**src/sv/hkb_pkg.sv**
```systemverilog
`timescale 1ns / 1ps

package hkb_pkg;

    // Hash arithmetic
    localparam int unsigned HKB_HASH_W  = 32;
    localparam int unsigned HKB_BKT_W   = 21;
    localparam int unsigned HKB_CNT_W   = 3;
    localparam logic [HKB_HASH_W-1:0] HKB_MULT = 32'h5bd1e995;
    localparam int unsigned HKB_MIX_SHIFT = 24;
    localparam int unsigned HKB_FIN_SHIFT_A = 13;
    localparam int unsigned HKB_FIN_SHIFT_B = 15;

    // Configuration port
    localparam int unsigned HKB_ADDR_W = 3;
    localparam int unsigned HKB_DATA_W = 32;
    localparam logic [HKB_ADDR_W-1:0] HKB_ADDR_BUCKET = 3'd0;
    localparam logic [HKB_BKT_W-1:0]  HKB_BUCKET_RESET = 21'd31;

    // Word queue between classifier and mixer (power of two)
    localparam int unsigned HKB_QUEUE_DEPTH = 4;

    // Word operation codes
    localparam logic [1:0] OP_BLOCK = 2'd0;  // full four-byte block
    localparam logic [1:0] OP_TAIL  = 2'd1;  // one to three tail bytes, pre-masked
    localparam logic [1:0] OP_FIN   = 2'd2;  // empty last word, finalize only

    typedef struct packed {
        logic [1:0]            op;
        logic                  last;
        logic [HKB_HASH_W-1:0] word;
    } t_q_entry;

    typedef struct packed {
        logic                  valid;
        t_q_entry              entry;
    } t_q_head;

    typedef struct packed {
        logic                  start;
        logic [HKB_HASH_W-1:0] hash;
    } t_div_req;

endpackage

```
**src/sv/hkb_front.sv**
```systemverilog
`timescale 1ns / 1ps

module hkb_front
    import hkb_pkg::*;
#(
    parameter int unsigned QUEUE_DEPTH = HKB_QUEUE_DEPTH
) (
    input  logic                  i_clk,
    input  logic                  i_rst_n,
    input  logic                  i_valid,
    output logic                  o_stall,
    input  logic [HKB_HASH_W-1:0] i_key_word,
    input  logic [HKB_CNT_W-1:0]  i_byte_count,
    input  logic                  i_last,
    output t_q_head               o_head,
    input  logic                  i_pop
);

    localparam int unsigned PTR_W = (QUEUE_DEPTH > 1) ? $clog2(QUEUE_DEPTH) : 1;
    localparam int unsigned CNT_W = $clog2(QUEUE_DEPTH + 1);

    t_q_entry           r_mem [QUEUE_DEPTH];
    logic [PTR_W-1:0]   r_wr_ptr;
    logic [PTR_W-1:0]   r_rd_ptr;
    logic [CNT_W-1:0]   r_count;
    logic [PTR_W-1:0]   n_wr_ptr;
    logic [PTR_W-1:0]   n_rd_ptr;
    logic [CNT_W-1:0]   n_count;
    t_q_entry           w_entry;
    logic               w_full;
    logic               w_push;
    logic               w_pop;

    // Classify the word and mask off bytes past the tail
    always_comb begin
        w_entry.last = i_last;
        w_entry.word = i_key_word;
        w_entry.op   = OP_BLOCK;
        if (i_last) begin
            case (i_byte_count) inside
                3'd0: begin
                    w_entry.op   = OP_FIN;
                    w_entry.word = '0;
                end
                3'd1: begin
                    w_entry.op   = OP_TAIL;
                    w_entry.word = i_key_word & 32'h0000_00ff;
                end
                3'd2: begin
                    w_entry.op   = OP_TAIL;
                    w_entry.word = i_key_word & 32'h0000_ffff;
                end
                3'd3: begin
                    w_entry.op   = OP_TAIL;
                    w_entry.word = i_key_word & 32'h00ff_ffff;
                end
                [3'd4:3'd7]: begin
                    w_entry.op   = OP_BLOCK;
                end
                default: begin
                    w_entry.op   = OP_BLOCK;
                end
            endcase
        end
    end

    assign w_full  = (r_count == CNT_W'(QUEUE_DEPTH));
    assign o_stall = w_full;
    assign w_push  = i_valid && !w_full;
    assign w_pop   = i_pop && (r_count != '0);

    always_comb begin
        n_wr_ptr = w_push ? PTR_W'(r_wr_ptr + 1'b1) : r_wr_ptr;
        n_rd_ptr = w_pop  ? PTR_W'(r_rd_ptr + 1'b1) : r_rd_ptr;
        n_count  = r_count;
        if (w_push && !w_pop) begin
            n_count = CNT_W'(r_count + 1'b1);
        end else if (w_pop && !w_push) begin
            n_count = CNT_W'(r_count - 1'b1);
        end
    end

    always_ff @(posedge i_clk) begin
        if (!i_rst_n) begin
            r_wr_ptr <= '0;
            r_rd_ptr <= '0;
            r_count  <= '0;
        end else begin
            r_wr_ptr <= n_wr_ptr;
            r_rd_ptr <= n_rd_ptr;
            r_count  <= n_count;
        end
    end

    always_ff @(posedge i_clk) begin
        if (w_push) begin
            r_mem[r_wr_ptr] <= w_entry;
        end
    end

    assign o_head.valid = (r_count != '0);
    assign o_head.entry = r_mem[r_rd_ptr];

endmodule

```
**src/sv/hkb_back.sv**
```systemverilog
`timescale 1ns / 1ps

module hkb_back
    import hkb_pkg::*;
(
    input  logic     i_clk,
    input  logic     i_rst_n,
    input  t_q_head  i_head,
    output logic     o_pop,
    input  logic     i_div_ready,
    output t_div_req o_div_req
);

    localparam logic [1:0] ST_IDLE = 2'd0;
    localparam logic [1:0] ST_K2   = 2'd1;
    localparam logic [1:0] ST_F1   = 2'd2;
    localparam logic [1:0] ST_F2   = 2'd3;

    logic [1:0]            r_state;
    logic [1:0]            n_state;
    logic [HKB_HASH_W-1:0] r_h;
    logic [HKB_HASH_W-1:0] n_h;
    logic [HKB_HASH_W-1:0] r_k;
    logic [HKB_HASH_W-1:0] n_k;
    logic                  r_last;
    logic                  n_last;
    logic [HKB_HASH_W-1:0] w_mul_a;
    logic [HKB_HASH_W-1:0] w_mul_b;
    logic [HKB_HASH_W-1:0] w_prod_a;
    logic [HKB_HASH_W-1:0] w_prod_b;
    logic [HKB_HASH_W-1:0] w_tail;

    assign w_tail = (i_head.entry.op == OP_TAIL) ? i_head.entry.word : '0;

    // Two constant multipliers: one on the running hash, one on the block word
    always_comb begin
        w_mul_a = r_h;
        w_mul_b = r_k ^ (r_k >> HKB_MIX_SHIFT);
        if (r_state == ST_IDLE) begin
            w_mul_a = r_h ^ w_tail;
            w_mul_b = i_head.entry.word;
        end else if (r_state == ST_F1) begin
            w_mul_a = r_h ^ (r_h >> HKB_FIN_SHIFT_A);
        end
    end

    assign w_prod_a = w_mul_a * HKB_MULT;
    assign w_prod_b = w_mul_b * HKB_MULT;

    always_comb begin
        n_state         = r_state;
        n_h             = r_h;
        n_k             = r_k;
        n_last          = r_last;
        o_pop           = 1'b0;
        o_div_req.start = 1'b0;
        o_div_req.hash  = r_h ^ (r_h >> HKB_FIN_SHIFT_B);
        unique case (r_state)
            ST_IDLE: begin
                if (i_head.valid) begin
                    o_pop  = 1'b1;
                    n_last = i_head.entry.last;
                    unique case (i_head.entry.op)
                        OP_BLOCK: begin
                            n_h     = w_prod_a;
                            n_k     = w_prod_b;
                            n_state = ST_K2;
                        end
                        OP_TAIL: begin
                            n_h     = w_prod_a;
                            n_state = ST_F1;
                        end
                        OP_FIN: begin
                            n_state = ST_F1;
                        end
                        default: begin
                            n_state = ST_IDLE;
                        end
                    endcase
                end
            end
            ST_K2: begin
                n_h     = r_h ^ w_prod_b;
                n_state = r_last ? ST_F1 : ST_IDLE;
            end
            ST_F1: begin
                n_h     = w_prod_a;
                n_state = ST_F2;
            end
            ST_F2: begin
                // hold the finished hash until the divider is free
                if (i_div_ready) begin
                    o_div_req.start = 1'b1;
                    n_h             = '0;
                    n_state         = ST_IDLE;
                end
            end
            default: begin
                n_state = ST_IDLE;
            end
        endcase
    end

    always_ff @(posedge i_clk) begin
        if (!i_rst_n) begin
            r_state <= ST_IDLE;
            r_h     <= '0;
            r_last  <= 1'b0;
        end else begin
            r_state <= n_state;
            r_h     <= n_h;
            r_last  <= n_last;
        end
    end

    always_ff @(posedge i_clk) begin
        r_k <= n_k;
    end

endmodule

```
**src/sv/hkb_mod.sv**
```systemverilog
`timescale 1ns / 1ps

module hkb_mod
    import hkb_pkg::*;
(
    input  logic                  i_clk,
    input  logic                  i_rst_n,
    input  t_div_req              i_req,
    output logic                  o_ready,
    input  logic [HKB_BKT_W-1:0]  i_divisor,
    output logic                  o_valid,
    input  logic                  i_stall,
    output logic [HKB_HASH_W-1:0] o_hash_value,
    output logic [HKB_BKT_W-1:0]  o_bucket_index
);

    localparam int unsigned STEP_W = $clog2(HKB_HASH_W);

    localparam logic [1:0] ST_IDLE = 2'd0;
    localparam logic [1:0] ST_RUN  = 2'd1;
    localparam logic [1:0] ST_DONE = 2'd2;

    logic [1:0]            r_state;
    logic [1:0]            n_state;
    logic [STEP_W-1:0]     r_step;
    logic [STEP_W-1:0]     n_step;
    logic [HKB_HASH_W-1:0] r_hash;
    logic [HKB_HASH_W-1:0] n_hash;
    logic [HKB_HASH_W-1:0] r_dividend;
    logic [HKB_HASH_W-1:0] n_dividend;
    logic [HKB_BKT_W-1:0]  r_rem;
    logic [HKB_BKT_W-1:0]  n_rem;
    logic [HKB_BKT_W-1:0]  r_div;
    logic [HKB_BKT_W-1:0]  n_div;
    logic                  r_out_valid;
    logic                  n_out_valid;
    logic [HKB_HASH_W-1:0] r_out_hash;
    logic [HKB_BKT_W-1:0]  r_out_bucket;
    logic                  w_load;
    logic [HKB_BKT_W:0]    w_trial;

    // One restoring step a cycle: shift in the next dividend bit, subtract if it fits
    assign w_trial = {r_rem, r_dividend[HKB_HASH_W-1]};
    assign w_load  = (r_state == ST_DONE) && (!r_out_valid || !i_stall);

    always_comb begin
        n_state    = r_state;
        n_step     = r_step;
        n_hash     = r_hash;
        n_dividend = r_dividend;
        n_rem      = r_rem;
        n_div      = r_div;
        unique case (r_state)
            ST_IDLE: begin
                if (i_req.start) begin
                    n_hash     = i_req.hash;
                    n_dividend = i_req.hash;
                    n_rem      = '0;
                    n_div      = i_divisor;
                    n_step     = '1;
                    n_state    = ST_RUN;
                end
            end
            ST_RUN: begin
                if (w_trial >= {1'b0, r_div}) begin
                    n_rem = HKB_BKT_W'(w_trial - {1'b0, r_div});
                end else begin
                    n_rem = w_trial[HKB_BKT_W-1:0];
                end
                n_dividend = r_dividend << 1;
                n_step     = STEP_W'(r_step - 1'b1);
                if (r_step == '0) begin
                    n_state = ST_DONE;
                end
            end
            ST_DONE: begin
                if (w_load) begin
                    n_state = ST_IDLE;
                end
            end
            default: begin
                n_state = ST_IDLE;
            end
        endcase
    end

    always_comb begin
        n_out_valid = r_out_valid && i_stall;
        if (w_load) begin
            n_out_valid = 1'b1;
        end
    end

    always_ff @(posedge i_clk) begin
        if (!i_rst_n) begin
            r_state     <= ST_IDLE;
            r_out_valid <= 1'b0;
        end else begin
            r_state     <= n_state;
            r_out_valid <= n_out_valid;
        end
    end

    always_ff @(posedge i_clk) begin
        r_step     <= n_step;
        r_hash     <= n_hash;
        r_dividend <= n_dividend;
        r_rem      <= n_rem;
        r_div      <= n_div;
        if (w_load) begin
            r_out_hash   <= r_hash;
            r_out_bucket <= r_rem;
        end
    end

    assign o_ready        = (r_state == ST_IDLE);
    assign o_valid        = r_out_valid;
    assign o_hash_value   = r_out_hash;
    assign o_bucket_index = r_out_bucket;

endmodule

```
**src/sv/string_key_hash_and_bucket_core.sv**
```systemverilog
`timescale 1ns / 1ps

// Key hash and bucket index unit (MurmurHash2 mix, zero start, 13/15 finalization).
// Input channel: i_valid / o_stall carries key words, little-endian, first byte in
// bits 7:0. i_last marks the final word of a key; on that word i_byte_count gives
// its valid bytes (0 to 4, larger counts act as 4). Words that are not last give no
// result. Output channel: o_valid / i_stall carries one word per key: the hash and
// the hash modulo bucket_count (a count of zero acts as one).
// bucket_count sits at byte address 0 of the APB-style port; write it only while idle.
// Flow: a full block passes through the IDLE and K2 states of the mixer, which holds
// one constant multiplier on the running hash and one on the block word. The last
// word adds the F1 and F2 finalization states, then the bit-serial modulo unit runs
// one restoring step for each of the 32 dividend bits. Words of the next key keep
// flowing through the mixer while the modulo unit works; the modulo unit takes a new
// hash only once it is idle again.
// A four-entry word queue decouples input from the mixer. A result waiting under
// i_stall holds in the output register; the modulo unit and then the mixer back up
// behind it, and o_stall rises once the queue fills.
// Reset clears the running hash, the queue, the pipeline and o_valid, and sets
// bucket_count to 31.

module string_key_hash_and_bucket_core
    import hkb_pkg::*;
#(
    parameter int unsigned QUEUE_DEPTH = HKB_QUEUE_DEPTH
) (
    input  logic                  i_clk,
    input  logic                  i_rst_n,
    // input words
    input  logic                  i_valid,
    output logic                  o_stall,
    input  logic [HKB_HASH_W-1:0] i_key_word,
    input  logic [HKB_CNT_W-1:0]  i_byte_count,
    input  logic                  i_last,
    // results
    output logic                  o_valid,
    input  logic                  i_stall,
    output logic [HKB_HASH_W-1:0] o_hash_value,
    output logic [HKB_BKT_W-1:0]  o_bucket_index,
    // configuration
    input  logic                  psel,
    input  logic                  penable,
    input  logic                  pwrite,
    input  logic [HKB_ADDR_W-1:0] paddr,
    input  logic [HKB_DATA_W-1:0] pwdata,
    output logic [HKB_DATA_W-1:0] prdata,
    output logic                  pready
);

    logic [HKB_BKT_W-1:0] r_bucket_count;
    logic [HKB_BKT_W-1:0] w_divisor;
    logic                 w_cfg_write;
    t_q_head              w_head;
    logic                 w_pop;
    t_div_req             w_div_req;
    logic                 w_div_ready;

    // Configuration register
    assign pready      = 1'b1;
    assign w_cfg_write = psel && penable && pwrite && pready && (paddr == HKB_ADDR_BUCKET);

    always_ff @(posedge i_clk) begin
        if (!i_rst_n) begin
            r_bucket_count <= HKB_BUCKET_RESET;
        end else if (w_cfg_write) begin
            r_bucket_count <= pwdata[HKB_BKT_W-1:0];
        end
    end

    assign prdata = (paddr == HKB_ADDR_BUCKET)
                  ? {{(HKB_DATA_W-HKB_BKT_W){1'b0}}, r_bucket_count} : '0;

    // a zero bucket count acts as one
    assign w_divisor = (r_bucket_count == '0) ? HKB_BKT_W'(1) : r_bucket_count;

    // Classify words and queue them
    hkb_front #(
        .QUEUE_DEPTH (QUEUE_DEPTH)
    ) u_front (
        .i_clk        (i_clk),
        .i_rst_n      (i_rst_n),
        .i_valid      (i_valid),
        .o_stall      (o_stall),
        .i_key_word   (i_key_word),
        .i_byte_count (i_byte_count),
        .i_last       (i_last),
        .o_head       (w_head),
        .i_pop        (w_pop)
    );

    // Mix blocks and tails, finalize
    hkb_back u_back (
        .i_clk       (i_clk),
        .i_rst_n     (i_rst_n),
        .i_head      (w_head),
        .o_pop       (w_pop),
        .i_div_ready (w_div_ready),
        .o_div_req   (w_div_req)
    );

    // Bucket index and output register
    hkb_mod u_mod (
        .i_clk          (i_clk),
        .i_rst_n        (i_rst_n),
        .i_req          (w_div_req),
        .o_ready        (w_div_ready),
        .i_divisor      (w_divisor),
        .o_valid        (o_valid),
        .i_stall        (i_stall),
        .o_hash_value   (o_hash_value),
        .o_bucket_index (o_bucket_index)
    );

`ifndef SYNTH
    // the mixer hands over a hash only when the modulo unit is free
    a_div_start_ready: assert property (@(posedge i_clk) disable iff (!i_rst_n)
        w_div_req.start |-> w_div_ready)
        else $error("hash handed over while modulo unit busy");

    // the mixer never pops an empty queue
    a_pop_nonempty: assert property (@(posedge i_clk) disable iff (!i_rst_n)
        w_pop |-> w_head.valid)
        else $error("pop from empty word queue");

    // a delivered bucket index lies below the bucket count
    a_bucket_range: assert property (@(posedge i_clk) disable iff (!i_rst_n)
        o_valid |-> (o_bucket_index < w_divisor))
        else $error("bucket index out of range");

    // no result is pending right after reset
    a_reset_idle: assert property (@(posedge i_clk)
        !i_rst_n |=> !o_valid)
        else $error("result pending after reset");
`endif

endmodule
```
**config.mk**
```make
export PLATFORM = sky130hd
export DESIGN_NAME = string_key_hash_and_bucket_core
export DESIGN_NICKNAME = d
export VERILOG_FILES = /design/src/sv/hkb_pkg.sv /design/src/sv/hkb_front.sv /design/src/sv/hkb_back.sv /design/src/sv/hkb_mod.sv /design/src/sv/string_key_hash_and_bucket_core.sv
export SDC_FILE = /design/constraint.sdc
export NUM_CORES = 2
export LEC_CHECK = 0
export ABC_CLOCK_PERIOD_IN_PS = 12400
export BUFFER_PORTS_ARGS = -buffer_cell sky130_fd_sc_hd__buf_4
export CORE_MARGIN = 3
export CORE_UTILIZATION = 45
export CTS_BUF_LIST = sky130_fd_sc_hd__clkbuf_8
export CTS_CLUSTER_DIAMETER = 40
export DETAILED_ROUTE_END_ITERATION = 7
export PLACE_DENSITY = 0.73
export SLEW_MARGIN = 20
export SYNTH_ARGS = -nofsm -noshare
export SYNTH_HDL_FRONTEND = slang
export SYNTH_SLANG_ARGS = --single-unit
export TNS_END_PERCENT = 20
```
**constraint.sdc**
```tcl
create_clock -name i_clk -period 12.4 [get_ports i_clk]
set_input_delay 0.62 -clock i_clk [delete_from_list [all_inputs] [get_ports i_clk]]
set_output_delay 0.62 -clock i_clk [all_outputs]
set_load 0.1 [all_outputs]
```
# [After elaboration in Yosys (flattened, before gate mapping)]
# Memories as Yosys holds them, arrays and structs flattened. A register that Yosys moved wholly into a read port is not among the register bits.
# Cells that the tools add are included.
[totals] register_bits=262 ram_bits=140 out_inout_bits=88 wordCells=129 mem_count=1
[mem_list] memory="u_front.r_mem" depth=4 width=35 rd=1 rd_clocked_by_memory_dff=1 wr=1 line_no="hkb_front.sv:22" source="t_q_entry r_mem [QUEUE_DEPTH];"
[op_classes] addsub=6 n_mul=2 n_lt_le_gt_ge=1 eq_ne=17 mux=46 bitwise_logic=5 n_reduce_logical=34
[ops] operator="$mux W32" count=13
[ops] operator="$pmux W32 S4" count=1
[ops] operator="$mul A32 B31 Y32 const B" count=2
[ops] operator="$pmux W32 S2" count=1
[ops] operator="$xor A32 B32 Y32" count=2
[ops] operator="$mux W21" count=3
[ops] operator="$pmux W21 S2" count=1
[ops] operator="$xor A32 B17 Y32" count=1
[ops] operator="$xor A32 B19 Y32" count=1
[ops] operator="$xor A32 B8 Y32" count=1
[ops] operator="$mux W2" count=12
[ops] operator="$ge A22 B21 Y1" count=1
[ops] operator="$logic_not A21 Y1" count=1
[ops] operator="$sub A21 B21 Y21" count=1
[ops] operator="$pmux W5 S2" count=1
[ops] operator="$logic_and A1 B1 Y1" count=9
[ops] operator="$reduce_and A3 Y1" count=3
[ops] operator="$eq A2 B2 Y1 const B" count=4
[ops] operator="$mux W1" count=8
[ops] operator="$ne A2 B1 Y1 const B" count=4
[ops] operator="$pmux W2 S4" count=1
[ops] operator="$reduce_and A2 Y1" count=4
[ops] operator="$eq A2 B1 Y1 const B" count=3
[ops] operator="$eq A3 B2 Y1 const B" count=2
[ops] operator="other kinds (19)" count=31

# [Logic depth before layout (Yosys ltp)]
[depth] ltp_word=8 ltp_mapped=39

# [By module]
# A second synthesis with hierarchy kept.
[unflattened] hier_cells=3307 hier_area_um2=35955.7
[by_module_without_submodules] module="hkb_back" n_inst=1 cells_per_inst=2360 area_per_inst_um2=21971.1 seq_area_each_um2=1661.6
[by_module_without_submodules] module="hkb_mod" n_inst=1 cells_per_inst=514 area_per_inst_um2=6927.9 seq_area_each_um2=4984.8
[by_module_without_submodules] module="hkb_front" n_inst=1 cells_per_inst=270 area_per_inst_um2=5828.1 seq_area_each_um2=4384.2
[by_module_without_submodules] module="string_key_hash_and_bucket_core" n_inst=1 cells_per_inst=163 area_per_inst_um2=1228.7 seq_area_each_um2=420.4

# [Least setup slack after synthesis]
# OpenSTA, ideal clock, no wires.
[synth_timing] kind="register to register" startpoint="register with a tool-made name" endpoint="register u_back.r_h[30]" setup_time_ns=0.074 t_arrival_ns=9.538 setup_slack_ns=2.787 path_stages_with_launch=39 n_path_buf=5 synth_period_minus_slack_ns=9.613 cell_sequence="dfxtp_1 > buf_6 > buf_4 > buf_4 > buf_1 > mux4_2 > inv_1 > ha_1 > nor3b_4 > clkbuf_1 > a22oi_1 > xnor2_1 > xor2_1 > ha_1 > or2_2 > ha_1 > inv_1 > fa_1 > [3 not listed] > inv_1 > fa_1 > inv_1 > fa_1 > inv_1 > fa_1 > inv_1 > ha_1 > nand3_1 > nor3_1 > o2111a_1 > o21ai_0 > a31oi_1 > a221oi_1 > o21ai_0 > xor2_1 > nand2_1 > a31oi_1"
[synth_lines] item="end signal: assignment" line_no="hkb_back.sv:111" source="r_h <= n_h;"
[synth_lines] item="end: declaration" line_no="hkb_back.sv:21" source="logic [HKB_HASH_W-1:0] r_h;"

==> results.md <==
* Drt total wl at 85.7 mm
* CP max-delay cell: dfxtp_2
* Post-Syn Instances at 3256
* Hold Vio Cnt, Final at 0
* Vias in the first global route at 23227
* Synth Register Bits at 404
* IO buf count at 142
* Sequential area share after synthesis at 32.3%
* H-tree levels at 2
* Die ar. at 82100 sq um
* Area growth syn-to-layout at 9.70%
* Hold_buf cts at 0
* Remaining DRCs at 0
* Hold Path Class: input port to register
* Worst-path clk slew at 0.07 ns
* Final Setup Violations at 0
* Mean post-synth cell area at 10.9 sq um
* Antenna Nets Post-Route at 0
* Initial Util at 45.5%
* Maxcap violations at 0
* Post-CTS setup buffers at 0
* CP Data Arrival Time at 10.43 ns
* Status: finished, final reports clean
* Drt via density at 5.14
* Fillers at 6851
* Post-Syn Area at 35400 sq um
* Synth cell types at 75
* Overall routing resource usage at 20.9%
* Finished Cell Area at 38800 sq um
* Slew Limit Fails at 0
* Setup Total Neg Slack at 0 ns
* Die height at 286 um
* Fmax at 101 MHz
* Most used cell, CP: inv_1
* Clock root cell: clkbuf_8
* Post-synth ARST share at 0%
* CTS resizes at 0
* Post-synth EDFFs at 336
* CTS tree: built
* WS Path Type: register to register
* CP Launch Type: register
* Die width at 286 um
* Drt first pass iters at 6
* Worst-Skew Late Latency at 0.64 ns
* Max clock buf depth at 3
* Worst Skew at 0.0236 ns
* Routed WL per cell at 19.1 um
* DR iter-0 viols at 1884
* Vias at 23056
* Slew HR at 25.8%
* Worst slew pin tran at 1.11 ns
* Crit path max fanout at 28
* Largest net degree at the start of global routing at 59
* Hpwl dp at 68.6 mm
* # IOs at 166
* GPL Wtd Cong at 0.916
* First-pass GRT wire length at 133 mm
* Core Box Area at 77700 sq um
* Worst Setup End Kind: register
* Syn. warnings at 0
* Layout cells sized above 1 at 10.1%
* Crit-path leading delay family: adder cells
* CTS Sinks at 404
* Initial antenna violation count at 0
* Total CTS buffers at 61
* Final worst-path cycle share at 79.5%
* Req. time, crit path at 12.97 ns
* Unrepaired setup endpoints after global routing: false
* Global route overflow at 0
* Nets at 4264
* Hold_ws at 0.202 ns
* CP Buf/Inv Count at 8
* Final min period at 9.86 ns
* Main synth FF type: edfxtp_1
* Max incr delay on CP at 0.88 ns
* Row count at 102
* Cell Area, Placed at 37600 sq um
-- cell type report --
| class | count | area [sq um] | area share (%) |
|---|---|---|---|
| well taps | 1040 | 1300 | 3.35 |
| inverters | 739 | 2770 | 7.14 |
| flip-flops and latches | 404 | 11500 | 29.5 |
| diodes | 1 | 2.50 | 0.00644 |
| clock inverters | 51 | 312 | 0.802 |
| repair buffers | 184 | 1390 | 3.59 |
| multi-input cells | 2000 | 20700 | 53.4 |
| clock buffers | 63 | 867 | 2.23 |
-- layer usage --
metal	track usage [%]	share of wire, %
met5	0	0
met4	5.22	2.6
met3	3.33	7.3
met2	34.0	46
met1	29.4	44
-- cell usage in the layout, fill, tap and decap left out, types with 70 or more instances in the layout --
cell type  instances
fa_1             351
ha_1             445
a21oi_1          107
nand2_1          177
nor2_1           169
o21ai_0           70
buf_4            183
edfxtp_1         336
xnor2_1          158
inv_1            757
-- registers in the layout, indices dropped and copies added (netlist names), named ones only --
signal,cells
u_mod.o_bucket_index,21
u_mod.o_valid,1
u_back.r_h,32
u_front.r_mem,140
u_mod.r_hash,32
u_mod.r_rem,21
u_back.r_k,32
u_back.r_last,1
u_mod.r_state,2
r_bucket_count,21
u_front.r_wr_ptr,2
u_mod.r_dividend,32
u_mod.o_hash_value,32
u_front.r_rd_ptr,2
u_front.r_count,3
u_mod.r_div,21
u_back.r_state,2
u_mod.r_step,5
-- final timing paths --
kind | start | endpoint | slack [ns] | cells past startpoint
worst min register to register | u_mod.r_hash[28] | u_mod.o_hash_value[28] | 0.41 | 0
worst min-delay path | pwdata[1] | r_bucket_count[1] | 0.20 | 3
worst max-delay path | register | u_back.r_h[30] | 2.54 | 32
worst max register to register | register | u_back.r_h[30] | 2.54 | 32
-- logic make-up (layout without fill, tap and decap cells) --
family / Yosys count / count (layout) / share of synthesized area (%)
compound gates: 337 / 337 / 6.05
simple gates: 552 / 552 / 7.29
other cells: 2 / 13 / 0.0212
xor+xnor: 230 / 230 / 5.97
flops: 404 / 404 / 32.3
buf+inv: 862 / 1037 / 9.34
mux: 69 / 69 / 3.28
fa+ha+maj: 800 / 800 / 35.7
-- tightest hold or removal path: cells and delay by family --
family,cells,cell delay [ns]
simple gates,2,0.11
buf+inv,1,0.07
-- Yosys cell counts, drive strengths merged (3+ instances only) --
cell,count,area (sq um)
o41ai,5,66.3
o21a,13,97.6
or2,10,62.6
nand2b,16,100
nand3b,6,45.0
clkbuf,95,358
maj3,4,40.0
mux2,15,173
and2,63,394
nand2,177,664
inv,739,2770
and3,7,43.8
o21ai,72,360
nand4b,3,26.3
o211ai,4,30.0
mux2i,19,190
nor3b,3,33.8
o21bai,7,52.6
a21o,44,330
fa,351,7030
a21oi,109,546
a222oi,4,40.0
xor2,63,552
xnor2,162,1450
nand3,13,65.1
edfxtp,336,10100
xnor3,4,90.1
o31ai,4,30.0
buf,28,175
or3,6,37.5
a22oi,42,325
ha,445,5570
nand4,8,50.1
mux4,35,800
nor2b,37,231
dfxtp,68,1360
nor2,172,648
nor3,20,100
nor4,7,43.8
a31oi,13,87.6
-- stage by stage --
step	std cells	utilization (%)	worst slack (ns)
global route	4481	50.0	1.99
CTS	4480	49.9	2.54
floorplan	3266	-	2.79
global placement	4366	48.4	2.58
detailed placement	4366	48.4	2.54
finish	4482	50.0	2.54
Power is not shown: default switching activity piles up to over one toggle a cycle in this logic, so the estimate is an artifact.
